===== src/sv/qfir_pkg.sv =====
// Shared types and constants for the Q31 FIR filter.
// No dependencies; imported by every module of the block.
package qfir_pkg;

    localparam int SAMPLE_W   = 16;
    localparam int COEF_W     = 32;
    localparam int PROD_W     = SAMPLE_W + COEF_W;
    localparam int WIDEN_SH   = 16;
    localparam int ACC_W      = PROD_W + WIDEN_SH;
    localparam int COEF_IDX_W = 5;
    localparam int CFG_IDX_W  = 2;
    localparam int CFG_DATA_W = 32;

    // Configuration register indexes
    localparam logic [CFG_IDX_W-1:0] CFG_COEF_INDEX = 2'd0;
    localparam logic [CFG_IDX_W-1:0] CFG_COEF_WORD  = 2'd1;

    typedef struct packed {
        logic clear;
        logic issue;
    } mac_ctrl_t;

    typedef struct packed {
        logic busy;
    } mac_stat_t;

endpackage


===== src/sv/q31_fir_filter.sv =====
// Top level of the Q31 FIR filter: handshakes, config registers, tap sequencer.
// Depends on qfir_pkg, qfir_delay_mem, qfir_coef_mem and qfir_mac.
//
//  channel   signals                                    width  word
//  -------   -----------------------------------------  -----  ---------------------------
//  input     in_valid, in_ready, sample_in              16     Q15 audio sample
//  output    out_valid, out_ready, sample_out           16     Q15 filtered sample
//  config    cfg_valid, cfg_ready, cfg_index, cfg_data  2/32   0: coef_index, 1: coef_word
//
// For each word, the sample is written at the accepting edge, then the taps
// are read through the single MAC (one tap per cycle off the memory read
// port), the MAC pipeline drains, and the sum is rounded and loaded into the
// output register. A new word is taken only when idle, so a word is not taken
// before the result of the last one has been loaded into the output register.
// Reset clears all control state at once; no clearing pass runs, as a fill
// count and coefficient valid bits make unwritten entries read as zero.
// A stalled output holds its word; the sequencer waits in its last state
// until the output register is free. Config is always ready.
module q31_fir_filter import qfir_pkg::*;
#(
    parameter int TAPS = 32
)
(
    input  logic                        clk,
    input  logic                        rst_n,
    input  logic                        in_valid,
    output logic                        in_ready,
    input  logic signed [SAMPLE_W-1:0]  sample_in,
    output logic                        out_valid,
    input  logic                        out_ready,
    output logic signed [SAMPLE_W-1:0]  sample_out,
    input  logic                        cfg_valid,
    output logic                        cfg_ready,
    input  logic [CFG_IDX_W-1:0]        cfg_index,
    input  logic [CFG_DATA_W-1:0]       cfg_data
);

    localparam int AW     = $clog2(TAPS);
    localparam int CDEPTH = (TAPS < 32) ? TAPS : 32;
    localparam int CAW    = $clog2(CDEPTH);

    typedef enum logic [1:0] {
        S_IDLE,
        S_RUN,
        S_DRAIN,
        S_DONE
    } state_t;

    state_t                     state_reg;
    logic [AW-1:0]              pos_reg;
    logic [AW-1:0]              tap_reg;
    logic                       out_valid_reg;
    logic signed [SAMPLE_W-1:0] out_data_reg;
    logic [COEF_IDX_W-1:0]      coef_index_reg;

    logic                       in_fire;
    logic                       cfg_fire;
    logic                       coef_wr;
    logic                       out_load;
    logic [AW-1:0]              rd_addr;
    mac_ctrl_t                  mac_ctrl;
    mac_stat_t                  mac_stat;
    logic signed [SAMPLE_W-1:0] tap_sample;
    logic signed [COEF_W-1:0]   tap_coef;
    logic signed [SAMPLE_W-1:0] mac_result;

    assign in_ready   = (state_reg == S_IDLE);
    assign in_fire    = in_valid && in_ready;
    assign out_valid  = out_valid_reg;
    assign sample_out = out_data_reg;
    assign cfg_ready  = 1'b1;
    assign cfg_fire   = cfg_valid && cfg_ready;

    // Load the output register once the sum is final and the slot is free.
    assign out_load = (state_reg == S_DONE) && (!out_valid_reg || out_ready);

    // Drop coefficient writes whose index lies beyond the taps.
    assign coef_wr = cfg_fire && (cfg_index == CFG_COEF_WORD)
                     && (32'(coef_index_reg) < TAPS);

    // Tap k reads the sample k steps behind the write position.
    assign rd_addr = pos_reg - tap_reg;

    assign mac_ctrl.clear = in_fire;
    assign mac_ctrl.issue = (state_reg == S_RUN);

    always_ff @(posedge clk or negedge rst_n)
    begin
        if (!rst_n)
        begin
            coef_index_reg <= '0;
        end
        else if (cfg_fire)
        begin
            unique case (cfg_index)
                CFG_COEF_INDEX: coef_index_reg <= cfg_data[COEF_IDX_W-1:0];
                default:        coef_index_reg <= coef_index_reg;
            endcase
        end
    end

    // Sequencer: state, positions and the output register.
    always_ff @(posedge clk or negedge rst_n)
    begin
        if (!rst_n)
        begin
            state_reg     <= S_IDLE;
            pos_reg       <= '0;
            tap_reg       <= '0;
            out_valid_reg <= 1'b0;
            out_data_reg  <= '0;
        end
        else
        begin
            if (out_load)
            begin
                out_valid_reg <= 1'b1;
            end
            else if (out_valid_reg && out_ready)
            begin
                out_valid_reg <= 1'b0;
            end
            unique case (state_reg)
                S_IDLE:
                begin
                    if (in_fire)
                    begin
                        tap_reg   <= '0;
                        state_reg <= S_RUN;
                    end
                end
                S_RUN:
                begin
                    // Advance one tap a cycle; leave after the last one.
                    tap_reg <= tap_reg + AW'(1);
                    if (tap_reg == AW'(TAPS - 1))
                    begin
                        state_reg <= S_DRAIN;
                    end
                end
                S_DRAIN:
                begin
                    if (!mac_stat.busy)
                    begin
                        state_reg <= S_DONE;
                    end
                end
                S_DONE:
                begin
                    // Hold here while the previous result is still waiting.
                    if (out_load)
                    begin
                        out_data_reg  <= mac_result;
                        pos_reg       <= pos_reg + AW'(1);
                        tap_reg       <= '0;
                        state_reg     <= S_IDLE;
                    end
                end
                default:
                begin
                    state_reg <= S_IDLE;
                end
            endcase
        end
    end

    qfir_delay_mem #(
        .DEPTH (TAPS)
    ) u_delay (
        .clk     (clk),
        .rst_n   (rst_n),
        .wr_en   (in_fire),
        .wr_addr (pos_reg),
        .wr_data (sample_in),
        .rd_en   (mac_ctrl.issue),
        .rd_addr (rd_addr),
        .rd_data (tap_sample)
    );

    qfir_coef_mem #(
        .TAPS (TAPS)
    ) u_coef (
        .clk     (clk),
        .rst_n   (rst_n),
        .wr_en   (coef_wr),
        .wr_addr (coef_index_reg[CAW-1:0]),
        .wr_data (cfg_data),
        .rd_en   (mac_ctrl.issue),
        .rd_tap  (tap_reg),
        .rd_data (tap_coef)
    );

    qfir_mac u_mac (
        .clk        (clk),
        .rst_n      (rst_n),
        .ctrl       (mac_ctrl),
        .tap_sample (tap_sample),
        .tap_coef   (tap_coef),
        .stat       (mac_stat),
        .result     (mac_result)
    );

    // The MAC pipeline is empty whenever a new word may be taken.
    a_idle_mac_empty: assert property (@(posedge clk) disable iff (!rst_n)
        (state_reg == S_IDLE) |-> !mac_stat.busy)
        else $error("MAC pipeline busy while idle");

    // A result appears only out of the final sequencer state.
    a_out_from_done: assert property (@(posedge clk) disable iff (!rst_n)
        $rose(out_valid_reg) |-> $past(state_reg == S_DONE))
        else $error("output loaded outside the done state");

    // Every accepted word starts its tap walk at tap zero.
    a_accept_starts_run: assert property (@(posedge clk) disable iff (!rst_n)
        in_fire |=> (state_reg == S_RUN) && (tap_reg == '0))
        else $error("accepted word did not start the tap walk");

    // The write position moves only when a result is handed over.
    a_pos_advance: assert property (@(posedge clk) disable iff (!rst_n)
        (pos_reg != $past(pos_reg)) |-> $past(state_reg == S_DONE))
        else $error("write position moved outside the done state");

endmodule


===== src/sv/qfir_delay_mem.sv =====
// Sample ring memory with registered read.
// Depends on qfir_pkg; a fill count stands in for the all-zero reset.
module qfir_delay_mem import qfir_pkg::*;
#(
    parameter int DEPTH = 32
)
(
    input  logic                       clk,
    input  logic                       rst_n,
    input  logic                       wr_en,
    input  logic [$clog2(DEPTH)-1:0]   wr_addr,
    input  logic signed [SAMPLE_W-1:0] wr_data,
    input  logic                       rd_en,
    input  logic [$clog2(DEPTH)-1:0]   rd_addr,
    output logic signed [SAMPLE_W-1:0] rd_data
);

    localparam int AW = $clog2(DEPTH);

    logic signed [SAMPLE_W-1:0] mem [DEPTH];
    logic signed [SAMPLE_W-1:0] data_reg;
    logic                       hit_reg;
    logic [AW:0]                fill_reg;
    logic [AW:0]                fill_next;
    logic                       rd_hit;

    // Writes start at entry zero and advance by one, so entries below the
    // fill count are exactly the ones written so far.
    assign rd_hit    = fill_reg[AW] || (rd_addr < fill_reg[AW-1:0]);
    assign fill_next = fill_reg + (AW+1)'(1);

    always_ff @(posedge clk or negedge rst_n)
    begin
        if (!rst_n)
        begin
            fill_reg <= '0;
            hit_reg  <= 1'b0;
        end
        else
        begin
            if (wr_en && !fill_reg[AW])
            begin
                fill_reg <= fill_next;
            end
            if (rd_en)
            begin
                hit_reg <= rd_hit;
            end
        end
    end

    always_ff @(posedge clk)
    begin
        if (wr_en)
        begin
            mem[wr_addr] <= wr_data;
        end
        if (rd_en)
        begin
            data_reg <= mem[rd_addr];
        end
    end

    assign rd_data = hit_reg ? data_reg : '0;

endmodule


===== src/sv/qfir_coef_mem.sv =====
// Coefficient memory with per-entry valid bits and registered read.
// Depends on qfir_pkg; taps beyond the writable range read as zero.
module qfir_coef_mem import qfir_pkg::*;
#(
    parameter int TAPS = 32
)
(
    input  logic                                    clk,
    input  logic                                    rst_n,
    input  logic                                    wr_en,
    input  logic [$clog2((TAPS < 32) ? TAPS : 32)-1:0] wr_addr,
    input  logic signed [COEF_W-1:0]                wr_data,
    input  logic                                    rd_en,
    input  logic [$clog2(TAPS)-1:0]                 rd_tap,
    output logic signed [COEF_W-1:0]                rd_data
);

    localparam int CDEPTH = (TAPS < 32) ? TAPS : 32;
    localparam int CAW    = $clog2(CDEPTH);

    logic signed [COEF_W-1:0] mem [CDEPTH];
    logic [CDEPTH-1:0]        vld_reg;
    logic signed [COEF_W-1:0] data_reg;
    logic                     hit_reg;
    logic                     in_range;

    assign in_range = (32'(rd_tap) < CDEPTH);

    always_ff @(posedge clk or negedge rst_n)
    begin
        if (!rst_n)
        begin
            vld_reg <= '0;
            hit_reg <= 1'b0;
        end
        else
        begin
            if (wr_en)
            begin
                vld_reg[wr_addr] <= 1'b1;
            end
            if (rd_en)
            begin
                hit_reg <= in_range && vld_reg[rd_tap[CAW-1:0]];
            end
        end
    end

    always_ff @(posedge clk)
    begin
        if (wr_en)
        begin
            mem[wr_addr] <= wr_data;
        end
        if (rd_en)
        begin
            data_reg <= mem[rd_tap[CAW-1:0]];
        end
    end

    assign rd_data = hit_reg ? data_reg : '0;

endmodule


===== src/sv/qfir_mac.sv =====
// Shared multiply-accumulate unit with round-to-nearest and Q31 saturation.
// Depends on qfir_pkg (mac_ctrl_t, mac_stat_t, widths).
module qfir_mac import qfir_pkg::*;
(
    input  logic                       clk,
    input  logic                       rst_n,
    input  mac_ctrl_t                  ctrl,
    input  logic signed [SAMPLE_W-1:0] tap_sample,
    input  logic signed [COEF_W-1:0]   tap_coef,
    output mac_stat_t                  stat,
    output logic signed [SAMPLE_W-1:0] result
);

    localparam logic [ACC_W-1:0] ROUND_HALF = ACC_W'(64'h4000_0000);
    localparam logic [31:0]      Q31_MAX    = 32'h7FFF_FFFF;
    localparam logic [31:0]      Q31_MIN    = 32'h8000_0000;

    logic                     d1_reg;
    logic                     d2_reg;
    logic signed [PROD_W-1:0] prod_reg;
    logic signed [PROD_W-1:0] prod_next;
    logic [ACC_W-1:0]         acc_reg;
    logic [ACC_W-1:0]         acc_next;
    logic [ACC_W-1:0]         rnd;
    logic [32:0]              shifted;
    logic [31:0]              sat;

    assign prod_next = tap_sample * tap_coef;
    // Widening the sample to Q31 is a left shift of the product.
    assign acc_next  = acc_reg + {prod_reg, {WIDEN_SH{1'b0}}};

    always_ff @(posedge clk or negedge rst_n)
    begin
        if (!rst_n)
        begin
            d1_reg <= 1'b0;
            d2_reg <= 1'b0;
        end
        else
        begin
            d1_reg <= ctrl.issue;
            d2_reg <= d1_reg;
        end
    end

    always_ff @(posedge clk)
    begin
        if (d1_reg)
        begin
            prod_reg <= prod_next;
        end
        if (ctrl.clear)
        begin
            acc_reg <= '0;
        end
        else if (d2_reg)
        begin
            acc_reg <= acc_next;
        end
    end

    assign stat.busy = d1_reg | d2_reg;

    // Round, take bits 63..31 as a 33-bit signed value, clamp to Q31.
    assign rnd     = acc_reg + ROUND_HALF;
    assign shifted = rnd[ACC_W-1:31];

    always_comb
    begin
        unique case (shifted[32:31])
            2'b01:   sat = Q31_MAX;
            2'b10:   sat = Q31_MIN;
            default: sat = shifted[31:0];
        endcase
    end

    assign result = sat[31:16];

endmodule

===== config.mk =====
export PLATFORM = sky130hd
export DESIGN_NAME = q31_fir_filter
export DESIGN_NICKNAME = d
export VERILOG_FILES = /design/src/sv/qfir_pkg.sv /design/src/sv/q31_fir_filter.sv /design/src/sv/qfir_delay_mem.sv /design/src/sv/qfir_coef_mem.sv /design/src/sv/qfir_mac.sv
export SDC_FILE = /design/constraint.sdc
export NUM_CORES = 2
export LEC_CHECK = 0
export ABC_AREA = 0
export BUFFER_PORTS_ARGS = -buffer_cell sky130_fd_sc_hd__buf_2
export CORE_ASPECT_RATIO = 1.5
export CORE_UTILIZATION = 38
export DETAILED_ROUTE_END_ITERATION = 16
export SETUP_SLACK_MARGIN = 0.05
export SKIP_LAST_GASP = 1
export SLEW_MARGIN = 0
export SYNTH_ARGS = -nofsm -noshare
export SYNTH_HDL_FRONTEND = slang
export SYNTH_SLANG_ARGS = --single-unit
export TNS_END_PERCENT = 5

===== constraint.sdc =====
create_clock -name clk -period 6 [get_ports clk]
set_input_delay 1.2 -clock clk [delete_from_list [all_inputs] [get_ports clk]]
set_output_delay 1.2 -clock clk [all_outputs]
set_load 0.01 [all_outputs]

# ---- Yosys cells after proc, flatten, opt, wreduce, memory -nomap -nowiden
# Memories as Yosys holds them, arrays and structs flattened. A register that Yosys moved wholly into a read port is not among the register bits.
# Cells that the tools add are included.
dict set report classes {
  add_sub_neg 6
  multipliers 1
  n_lt_le_gt_ge 4
  eq_ne 11
  n_mux 21
  bitwise_logic 2
  n_reduce_logical 18
}
# cell count
set ops {}
lappend ops {{adder 64 x 31 -> 64 bit, second input constant} 1}
lappend ops {{adder 64 bit} 1}
lappend ops {{one-hot mux 32 bit (2 select lines)} 1}
lappend ops {{multiplier 16 x 32 -> 48 bit} 1}
lappend ops {{two-way mux 32 bit} 1}
lappend ops {{bitwise OR 32 bit} 1}
lappend ops {{two-way mux 16 bit} 1}
lappend ops {{one-hot mux 5 bit (3 select lines)} 1}
lappend ops {{less-than comparator 5 x 6 -> 1 bit, second input constant} 2}
lappend ops {{adder 5 x 1 -> 5 bit, second input constant} 2}
lappend ops {{two-way mux 5 bit} 2}
lappend ops {{two-way mux 1 bit} 8}
lappend ops {{two-way mux 2 bit} 4}
lappend ops {{one-hot mux 2 bit (4 select lines)} 1}
lappend ops {{adder 6 x 1 -> 6 bit, second input constant} 1}
lappend ops {{== test 2 x 1 -> 1 bit, second input constant} 3}
lappend ops {{== test 2 bit, second input constant} 3}
lappend ops {{logical AND 1 bit} 6}
lappend ops {{!= test 2 bit, second input constant} 3}
lappend ops {{binary-select mux 1 bit (select 5 bit)} 1}
lappend ops {{demux 1 bit (select 5 bit)} 1}
lappend ops {{== test 5 bit, second input constant} 1}
lappend ops {{>= comparator 5 x 1 -> 1 bit, second input constant} 1}
lappend ops {{less-than comparator 5 bit} 1}
lappend ops {{other kinds (11)} 15}
dict set report totals {
  reg_bits 188
  ramBits 1536
  output_inout_bits 19
  memories 2
}
# memory depth width rd rd_ports_with_merged_regs wr line
set mem_list {}
lappend mem_list {u_coef.mem 32 32 1 1 1 qfir_coef_mem.sv:21} ;# logic signed [COEF_W-1:0] mem [CDEPTH];
lappend mem_list {u_delay.mem 32 16 1 1 1 qfir_delay_mem.sv:20} ;# logic signed [SAMPLE_W-1:0] mem [DEPTH];

# ---- Depth between registers and ports, before layout
dict set report logic_depth {
  ltp_word 5
  depth_mapped 27
}

# ---- Cells and area by module
# A second synthesis with hierarchy kept.
dict set report hier_totals {
  hier_cells 5574
  area_unflattened_um2 88083.2
}
# mod n_inst cells_per_inst area_per_inst_um2 seq_area_each_um2
set modules_own_cells {}
lappend modules_own_cells {qfir_coef_mem 1 1672 41412.2 32536.2}
lappend modules_own_cells {qfir_mac 1 2636 23731.5 2452.4}
lappend modules_own_cells {qfir_delay_mem 1 1138 21210.3 16030.4}
lappend modules_own_cells {q31_fir_filter 1 128 1729.2 850.8}

# ---- Worst setup path before layout
# OpenSTA, ideal clock, no wires.
dict set report synth_timing {
  path_type {register -> register}
  from {register u_delay.hit_reg}
  to {register u_mac.prod_reg[42], data pin}
  setup_ps 176
  t_arrival_ps 6437
  required_ps 5824
  setup_slack_ps -612
  path_stages_with_launch 25
  synth_period_minus_slack_ps 6612
  cell_sequence {dfrtp_1 clkbuf_1 clkbuf_1 nand2_1 clkbuf_1 nor2_1 fa_1 inv_1 fa_1 fa_1 inv_1 fa_1 fa_1 inv_1 fa_1 inv_1 ha_1 a21o_1 o41ai_1 o21bai_1 o2111ai_2 a31oi_1 a211o_1 and4_1 nor4_1}
}
dict set report synth_between {
  elab_chain_cells 2
}
# element line
set synth_lines {}
lappend synth_lines {{start: declaration} qfir_delay_mem.sv:22} ;# logic hit_reg;
lappend synth_lines {{start signal: assignment} qfir_delay_mem.sv:47} ;# hit_reg <= rd_hit;
lappend synth_lines {{two-way mux 16 bit} qfir_delay_mem.sv:64} ;# assign rd_data = hit_reg ? data_reg : '0;
lappend synth_lines {{multiplier 16 x 32 -> 48 bit} qfir_mac.sv:28} ;# assign prod_next = tap_sample * tap_coef;
lappend synth_lines {{named net u_mac.prod_next[42]} qfir_mac.sv:21} ;# logic signed [PROD_W-1:0] prod_next;
lappend synth_lines {{end signal: assignment} qfir_mac.sv:50} ;# prod_reg <= prod_next;
lappend synth_lines {{end: declaration} qfir_mac.sv:20} ;# logic signed [PROD_W-1:0] prod_reg;
# The timed path passes the listed nets, and every way through them passes these cells.
# A chain may end at the register's enable or synchronous reset.

# ---- Final worst setup path
dict set report layout_timing {
  from {register u_delay.data_reg[11], read port of u_delay.mem}
  to {register u_mac.prod_reg[45], data pin}
}
dict set report layout_between {
  elab_chain_cells 2
}
# element line
set layout_lines {}
lappend layout_lines {{start: declaration} qfir_delay_mem.sv:21} ;# logic signed [SAMPLE_W-1:0] data_reg;
lappend layout_lines {{two-way mux 16 bit} qfir_delay_mem.sv:64}
lappend layout_lines {{multiplier 16 x 32 -> 48 bit} qfir_mac.sv:28}
lappend layout_lines {{named net u_mac.prod_next[45]} qfir_mac.sv:21}
# The timed path passes the listed nets, and every way through them passes these cells.

==> flow_metrics.py <==
metrics = {
    "sta": {
        "worst_pin_slew_ns": 1.09,
        "fin_crit_sh_pct": 108,
        "max_slew_margin_pct": 27.1,
        "setup_viol": 27,
        "min_period_ns": 6.50,
        "timing_hold_violations_final": 0,
        "fin_skew_ns": 0.0734,
        "rsz0062_at_grt": "yes",
        "slew_viol_final": 0,
        "fmax_mhz": 154,
        "finalWorstSetupSlack_ns": -0.499,
    },
    "placement": {
        "port_buffers": 72,
        "placed_area_um2": 95200,
        "dpl_worst_slack_ns": -0.766,
        "dp.cells": 8799,
        "gp_congestion": 0.942,
        "dpl.hpwl_um": 150000,
    },
    "detailed_routing": {
        "drt-vias-per-instance": 5.24,
        "ant_nets": 0,
        "wl_per_cell_um": 24.7,
        "drc_errors": 0,
        "dr.first_iter.drc_count": 3361,
        "via_count": 47700,
        "dr.pass1.iters": 5,
        "drt-total-wl_um": 225000,
    },
    "worst_setup_path": {
        "path_class": "reg2reg",
        "cpMostUsedCell": "fa_1",
        "cp.arrival_ns": 7.05,
        "cpPeakStageDelay_ns": 0.58,
        "crit_fanout": 9,
        "cpMaxStageDelayCell": "edfxtp_1",
        "cp-start-kind": "flop",
        "cp-end-kind": "flop",
        "required_ns": 6.55,
        "path_cells": "and2_1 -> buf_12 -> buf_4 -> nand2_1 -> fa_1 -> inv_1 -> fa_1 -> fa_1 -> fa_2 -> fa_1 -> inv_1 -> fa_1 -> inv_1 -> ha_1 -> a211oi_2 -> nand2_1 -> or3_1 -> o21a_2 -> a31oi_4 -> o21ai_0 -> a21oi_1 -> xnor2_1",
    },
    "grt": {
        "grt_pass1_wl_um": 335000,
        "overflow": 0,
        "busiest_layer": "met2",
        "met1_usage_pct": 23.8,
        "use_met3_pct": 2.40,
        "grt_max_degree": 145,
        "grt.total_usage_pct": 19.6,
        "grtUsageMet2_pct": 35.4,
        "grt_pass1_vias": 51400,
        "antenna_found_initial": 20,
    },
    "logic_synthesis": {
        "synth_xor_area_share_pct": 1.14,
        "synth_compound_area_share_pct": 2.92,
        "ys_ff_latch": 1756,
        "synthArstFlopShare_pct": 4.33,
        "synthMuxAreaShare_pct": 13.2,
        "synth_nets": 6195,
        "synthAdderAreaFrac_pct": 13.8,
        "ys.flop_type": "edfxtp_1",
        "yosysWarnings": 0,
        "synth_top_family_by_area": "adder cells",
        "yosys.area_share.simple_pct": 5.66,
        "synthCells": 5470,
        "mappedNetlistArea_um2": 87200,
        "synth.distinct_cells": 90,
        "synth_edf_count": 1632,
        "synth_top_area_cell": "edfxtp_1",
        "synth_most_common_cell": "edfxtp_1",
        "synth.area.top_cells": "edfxtp_1 (56%), mux4_2 (13%), fa_1 (11%), inv_1 (2.6%), ha_1 (2.6%)",
        "synth_common_cells": "edfxtp_1 (1632), inv_1 (613), nand2_1 (515)",
        "yosys.area.top_type_share_pct": 56.2,
        "postSynthAreaPerCell_um2": 15.9,
        "synth.yosys.seq_area_share_pct": 59.5,
    },
    "cts": {
        "clock-sinks": 1756,
        "holdBufCountCts": 0,
        "path_clk_slew_ns": 0.06,
        "cts_buffers": 170,
        "clockRootBuffer": "clkbuf_16",
        "htree_levels": 4,
        "worst_skew_pair.late_latency_ns": 0.84,
        "clk_path_buf_depth": 4,
        "tritoncts": "built",
    },
    "flow_run": {
        "max_cap_violations": 0,
    },
    "finish": {
        "largest_register_ffs": 1024,
        "instances_no_fill": 9108,
        "top_regs": "u_coef.mem x1024, u_delay.mem x512",
        "drive_gt1_share_pct": 24.5,
        "top_register": "u_coef.mem",
        "nets": 6664,
        "area_growth_pct": 15.5,
        "final_util_pct": 44.1,
        "stdcell_area_um2": 101000,
    },
    "die": {
        "die_h_um": 589,
        "start_util_pct": 38.2,
        "die_w_um": 393,
        "ios": 74,
        "row_count": 215,
        "fp.dieArea_um2": 232000,
        "coreArea_um2": 228000,
    },
    "min_path": {
        "hp-class": "in2async",
    },
    "run_status": {
        "violations": "setup timing",
        "status": "finished, violations left",
    },
}
## critical path, delay by kind of cell (launching register included)
family | cells | cell delay (ns)
adder cells (fa/ha/maj) | 7 | 3.35
AO/OA/AOI/OAI | 5 | 0.97
AND/OR/NAND/NOR | 4 | 0.80
flip-flops | 1 | 0.58
buffers and inverters | 5 | 0.46
XOR/XNOR | 1 | 0.08
## logic make-up after synthesis
kind of cell             count (synthesis)
other                                    1
multiplexers                           539
flip-flops                            1756
adder cells (fa/ha/maj)                670
buffers and inverters                  862
AND/OR/NAND/NOR                       1144
AO/OA/AOI/OAI                          385
XOR/XNOR                               113
## placed cells by master, fill, tap and decap left out, types with 19 or more instances in the layout
cell and n:
edfxtp_1 1632, inv_1 610, nand2_1 491, mux4_2 490
fa_1 484, buf_4 409, nor2_1 332, ha_1 173
clkbuf_16 172, a21oi_1 103, xnor2_1 78, buf_2 71
o21ai_0 70, dfrtp_1 69, a21o_1 58, buf_12 56
dfxtp_1 48, clkbuf_1 46, nand3_1 37, or2_2 33
clkinv_1 33, nor2_4 32, xor2_1 31, nand4_1 30
and2_1 26, a211oi_1 25, mux2i_1 25, mux2_2 24
nor2_2 22, o21bai_1 19
## path summary, 6_finish.rpt
| kind | startpoint | endpoint | slack [ns] | depth (start not counted) |
|---|---|---|---|---|
| min reg2reg | u_coef.vld_reg[2] | u_coef.vld_reg[2] | 0.46 | 1 |
| max reg2reg | u_delay.data_reg[11] | u_mac.prod_reg[45] | -0.50 | 22 |
| min in group clk | u_coef.vld_reg[2] | u_coef.vld_reg[2] | 0.46 | 1 |
| min | rst_n | coef_index_reg[2] | 0.44 | 1 |
| max in group asynchronous | rst_n | u_mac.d1_reg | 4.50 | 2 |
| max | u_delay.data_reg[11] | u_mac.prod_reg[45] | -0.50 | 22 |
## per-stage QoR
| step | setup TNS (ns) | hold WS, ns |
|---|---|---|
| 6_report | -9.53 | 0.438 |
| 5_1_grt | -16.66 | 0.456 |
| 4_1_cts | -9.82 | 0.427 |
| 3_5_place_dp | -14.29 | 0.452 |
| 3_3_place_gp | -12.52 | 0.446 |
| 2_1_floorplan | -0.646 | 0.434 |
## what timing repair did
item / 4_1_cts / 5_1_grt
gates resized for setup: 68 / 5
buffers inserted: 3 / 1
pin swaps: 9 / 0
setup endpoints to repair: 33 / 34
endpoints found under the hold margin: 0 / 0
cloned: 2 / 0
## routing by layer
| layer | part of all wire, % | vias to the layer above |
|---|---|---|
| li1 | - | 20800 |
| met4 | 4.0 | 18 |
| met5 | 0.046 | - |
| met3 | 4.3 | 405 |
| met2 | 53 | 1214 |
| met1 | 39 | 25300 |
## final cells by class
type | instances | area (um2)
clock buffers | 223 | 4550
clock inverters | 72 | 703
flip-flops and latches | 1756 | 51900
diodes | 8 | 20.0
inverters | 613 | 2310
well taps | 3038 | 3800
fillers | 20100 | 128000
repair buffers | 546 | 4700
multi-input cells | 2852 | 32800
Power is left out: the tool's default activity adds up to more than one toggle a clock period on the data nets, which glitch-free logic cannot reach.
